## config.mk

```make
export PLATFORM = sky130hd
export DESIGN_NAME = tsfb_divider
export DESIGN_NICKNAME = d
export VERILOG_FILES = /design/src/tsfb_pkg.sv /design/src/tsfb_divider.sv
export SDC_FILE = /design/constraint.sdc
export NUM_CORES = 1
export LEC_CHECK = 0
export BUFFER_PORTS_ARGS = -buffer_cell sky130_fd_sc_hd__buf_2
export CAP_MARGIN = 20
export CORE_ASPECT_RATIO = 0.5
export CORE_UTILIZATION = 38
export CTS_BUF_LIST = sky130_fd_sc_hd__clkbuf_8
export DETAILED_ROUTE_END_ITERATION = 10
export PLACE_DENSITY_LB_ADDON = 0.05
export SYNTH_ARGS = -nofsm -noshare
export SYNTH_HDL_FRONTEND = slang
export SYNTH_SLANG_ARGS = --single-unit
```

## constraint.sdc

```tcl
create_clock -name clk -period 4.7 [get_ports clk]
set_clock_uncertainty 0.1 [all_clocks]
set_input_delay 0.47 -clock clk [delete_from_list [all_inputs] [get_ports clk]]
set_output_delay 0.47 -clock clk [all_outputs]
set_load 0.02 [all_outputs]
```

## src/tsfb_pkg.sv

```systemverilog
package tsfb_pkg;

  // configuration register indexes
  localparam logic [2:0] REG_SRC0_WIDTH  = 3'd0;
  localparam logic [2:0] REG_SRC0_HEIGHT = 3'd1;
  localparam logic [2:0] REG_SRC1_WIDTH  = 3'd2;
  localparam logic [2:0] REG_SRC1_HEIGHT = 3'd3;
  localparam logic [2:0] REG_ALPHA_MODE  = 3'd4;

  localparam int REG_IDX_W  = 3;
  localparam int REG_DATA_W = 13;
  localparam int COORD_W    = 14;
  localparam int CHAN_W     = 8;
  localparam int QUOT_W     = 8;
  localparam int IN_DATA_W  = 120;
  localparam int OUT_DATA_W = 32;

  localparam logic [CHAN_W-1:0] ALPHA_FULL = 8'd255;

  // one source sample with its local position
  typedef struct packed {
    logic [CHAN_W-1:0]         alpha;
    logic [CHAN_W-1:0]         red;
    logic [CHAN_W-1:0]         green;
    logic [CHAN_W-1:0]         blue;
    logic signed [COORD_W-1:0] y;
    logic signed [COORD_W-1:0] x;
  } sample_t;

  typedef struct packed {
    logic [CHAN_W-1:0] red;
    logic [CHAN_W-1:0] green;
    logic [CHAN_W-1:0] blue;
  } rgb_t;

endpackage

```

## src/tsfb_divider.sv

```systemverilog
module tsfb_divider #(
  parameter int NUM_W = 41,
  parameter int DEN_W = 32
) (
  input  logic                           clk,
  input  logic                           en,
  input  logic [NUM_W-1:0]               num,
  input  logic [DEN_W-1:0]               den,
  output logic [tsfb_pkg::QUOT_W-1:0]    quot
);
  import tsfb_pkg::*;

  localparam int CMP_W = NUM_W + QUOT_W;

  // restoring division, one quotient bit per stage, msb first
  logic [NUM_W-1:0]  rem [0:QUOT_W];
  logic [DEN_W-1:0]  dv  [0:QUOT_W];
  logic [QUOT_W-1:0] qp  [0:QUOT_W];

  assign rem[0] = num;
  assign dv[0]  = den;
  assign qp[0]  = '0;

  for (genvar k = 0; k < QUOT_W; k++) begin : g_stage
    localparam int SH = QUOT_W - 1 - k;
    logic [CMP_W-1:0] dsh;
    logic [CMP_W-1:0] rext;
    logic             take;

    assign dsh  = CMP_W'(dv[k]) << SH;
    assign rext = CMP_W'(rem[k]);
    assign take = rext >= dsh;

    always_ff @(posedge clk) begin
      if (en) begin
        rem[k+1] <= take ? NUM_W'(rext - dsh) : rem[k];
        dv[k+1]  <= dv[k];
        qp[k+1]  <= qp[k] | (take ? (QUOT_W'(1) << SH) : '0);
      end
    end
  end

  assign quot = qp[QUOT_W];

endmodule

```

==> results by group <==
Outcome
  • Status: finished, final reports clean

Final layout
  • Area Growth Syn to Fin: 12.33%
  • Share of cells above drive strength 1: 0.08841
  • Register area: 16430 um^2
  • Fin util: 0.4340
  • Fillers: 8304
  • NumNets Final: 3737
  • Multi-input logic area: 15370 um^2

Power and ir drop
  • Sequential share of power: 0.375
  • Combinational power share: 0.431
  • Power Internal: 13.01 mW
  • Pwr per Cell Area: 556.8 nW/um^2
  • Pleak: 15.15 nW
  • Sw Share: 0.3787
  • Maximum vdd drop: 0.1900 mV
  • Switching pwr: 7.927 mW
  • Clk pwr share: 0.194

Placement
  • IO Port Bufs: 82
  • HPWL after detailed placement: 62.97 mm
  • GP Congestion: 0.9053

Detailed routing
  • Initial drt markers: 1705
  • Post-DRT Antenna Nets: 0
  • Avg Vias per Cell: 5.097
  • Avg WL per Cell: 17.78 um
  • Via count: 23610
  • Routed WL: 82.38 mm
  • Drt first pass iters: 5
  • Remaining DRCs: 0

Clocking
  • H-tree levels: 3
  • CTS tree: done
  • Clk slew on worst S/H paths: 60 ps
  • Max clock buf depth: 3
  • Later-pin clock latency in the skew report: 740 ps
  • CTS Buf Count: 87
  • # Post-CTS Setup Buffers: 0
  • Root Buffer: clkbuf_8
  • Clock Sinks: 547

Setup path
  • CP endpoint kind: register
  • Worst reg2reg path depth: 11
  • Setup crit start: num[7]
  • Critical Path AT: 4450 ps
  • Flop2flop setup slack: 730 ps
  • Critical path required time: 5080 ps
  • Worst setup path end: g_stage[1].rext[19]
  • Worst Path Max Fanout: 28
  • Crit Path Class: in -> reg
  • Capture point of the worst reg-to-reg path: g_stage[5].rext[40]
  • Startpoint Class: input port
  • Worst r2r src: dv[128]

Timing
  • Relative slew slack: 0.3732
  • Fmax: 245.6 MHz
  • Clock period minus worst slack: 4072 ps
  • Max Slew Vio Count: 0
  • Least-Margin Pin Slew: 928.1 ps
  • RSZ-0062 raised after global routing: no
  • Final Cycle Share: 0.8663
  • Hold Fails Final Rpt: 0
  • Final TNS setup: 0 ps
  • Finish-stage setup viols: 0

Die
  • Die W: 421.7 um
  • Die area: 89340 um^2
  • Core outline area: 86630 um^2
  • Starting Density: 0.3863
  • I/O pin count: 83
  • Die Span Y: 211.9 um
  • Cell Rows: 76

Synth
  • #FFs+latches synth: 547
  • Synth async-reset ratio: 0
  • Post-synthesis sequential area ratio: 0.4908
  • Mapped Area: 33470 um^2
  • Syn Area/Cell: 10.32 um^2
  • Synthesized Nets: 3581
  • EDFF count, synth: 547
  • Post-synthesis cell type count: 87
  • Primary FF master, synth: edfxtp_1
  • Synth warn: 0
  • Synth Instances: 3243

GRT
  • Initial antenna violation count: 1
  • GRT Overall Usage: 0.1841
  • First-pass GRT wire length: 129.1 mm
  • Largest net degree at the start of global routing: 97
  • Global route total overflow: 0
  • Vias in the first global route: 23130

Worst hold path
  • HP Class: in -> reg

Flow run
  • Max-Cap Viols: 0
## final cells by class
class / instances / share of cell area
timing repair buffer: 183 / 0.03921
antenna: 1 / 0.00006656
tap: 1170 / 0.03894
multi-input combinational: 2263 / 0.4088
inverter: 317 / 0.03165
clock inverter: 60 / 0.01115
sequential: 547 / 0.4369
clock buffer: 91 / 0.03331
## flip-flops by register name, indices dropped and copies added (netlist names)
register and cells:
dv 224, g_stage.rext 287, qp 28, quot 8
## what timing repair did
| item | in CTS | in global routing |
|---|---|---|
| gates resized for setup | 0 | 0 |
| hold buffers | 73 | 0 |
| endpoints found under the hold margin | 73 | 0 |
## stage by stage
step | area, um^2 | hold slack (ps) | power, mW | worst slack, ps | instances
after global routing | 37590 | 182.7 | 22.50 | 384.9 | 4632
final | 37590 | 188.9 | 20.93 | 628.3 | 4632
after global placement | 35190 | 300.5 | 16.89 | 462.2 | 4407
after floorplan | 33470 | 300.3 | 14.35 | 1176 | 3243
after CTS | 37590 | 149.5 | 21.09 | 695.4 | 4631
after detailed placement | 35190 | 304.5 | 16.85 | 402.6 | 4407
## how the worst min path moves through the flow
stage,from,to,cells after the start
4_1_cts,en,qp[39],1
2_1_floorplan,qp[18],qp[10],0
3_3_place_gp,qp[36],qp[28],0
6_report,en,qp[39],1
5_1_grt,en,qp[39],1
3_5_place_dp,qp[36],qp[28],0
## cell families (layout without fill, tap and decap cells)
family	Yosys count	after routing	synth area share
AO/OA/AOI/OAI	914	914	0.1689
XOR/XNOR	224	224	0.05862
adder cells (fa/ha/maj)	263	263	0.09989
buffers and inverters	433	651	0.05043
flip-flops	547	547	0.4908
multiplexers	43	43	0.01436
other	0	1	0
AND/OR/NAND/NOR	819	819	0.1170
## routing by layer
metal | vias to the layer above | part of all wire | global-route usage
li1 | 12160 | - | -
met1 | 10860 | 0.54 | 0.2781
met2 | 472 | 0.40 | 0.2645
met3 | 120 | 0.039 | 0.03355
met4 | 0 | 0.027 | 0.05592
met5 | - | 0 | 0
## power groups by stage
stage | combinational, mW | clock (mW) | sequential, mW
final | 9.03 | 4.05 | 7.85
after global routing | 10.1 | 4.40 | 7.98
after CTS | 9.02 | 4.21 | 7.86
after detailed placement | 8.90 | 0 | 7.95
after global placement | 8.93 | 0 | 7.96
after floorplan | 6.85 | 0 | 7.50
## cells in the final DEF (no fill, tap or decap), types with 19 or more instances in the layout
cell           instances
inv_1                333
mux2_2                39
a31oi_1               36
buf_4                 19
a211oi_1              19
o21bai_1              26
nor2_1               251
nor4_1                20
o21ai_0              205
nand4_1               49
nand2_1              215
xnor2_1              124
o31ai_1               23
clkbuf_8              91
nand2b_1              28
nand3_1               52
nor3_1                56
xor2_1               100
ha_1                 256
edfxtp_1             547
a21o_1                95
clkinv_1              19
o21a_1                42
dlygate4sd3_1         73
buf_2                 81
or3_1                 21
nor2b_1               42
and3_1                20
a21oi_1              332
## Yosys cell counts, types with 23 or more instances
| cell type | instances | area [um^2] |
|---|---|---|
| ha_1 | 256 | 3203 |
| nor2b_1 | 42 | 262.8 |
| a31oi_1 | 36 | 225.2 |
| edfxtp_1 | 547 | 16430 |
| nor3_1 | 56 | 280.3 |
| a21o_1 | 95 | 713.2 |
| o31ai_1 | 23 | 172.7 |
| xor2_1 | 100 | 875.8 |
| o21a_1 | 42 | 315.3 |
| xnor2_1 | 124 | 1086 |
| mux2_2 | 39 | 439.2 |
| a21oi_1 | 332 | 1662 |
| nand3_1 | 52 | 260.3 |
| inv_1 | 314 | 1179 |
| clkbuf_1 | 81 | 304.0 |
| nand4_1 | 49 | 306.5 |
| nand2_1 | 216 | 810.8 |
| o21ai_0 | 205 | 1026 |
| nor2_1 | 251 | 942.2 |
| nand2b_1 | 28 | 175.2 |
| o21bai_1 | 26 | 195.2 |
## critical path, stage by stage
cell	delay (ps)
dlygate4sd3_1	540
buf_2	120
inv_1	40
ha_1	210
fa_1	400
nor2b_1	170
o31ai_1	110
a21oi_1	270
a21oi_1	190
o31ai_1	430
a41oi_1	330
o21ba_2	320
inv_2	400
mux2_2	410
Note: power is estimated with default switching activity, not from simulation.
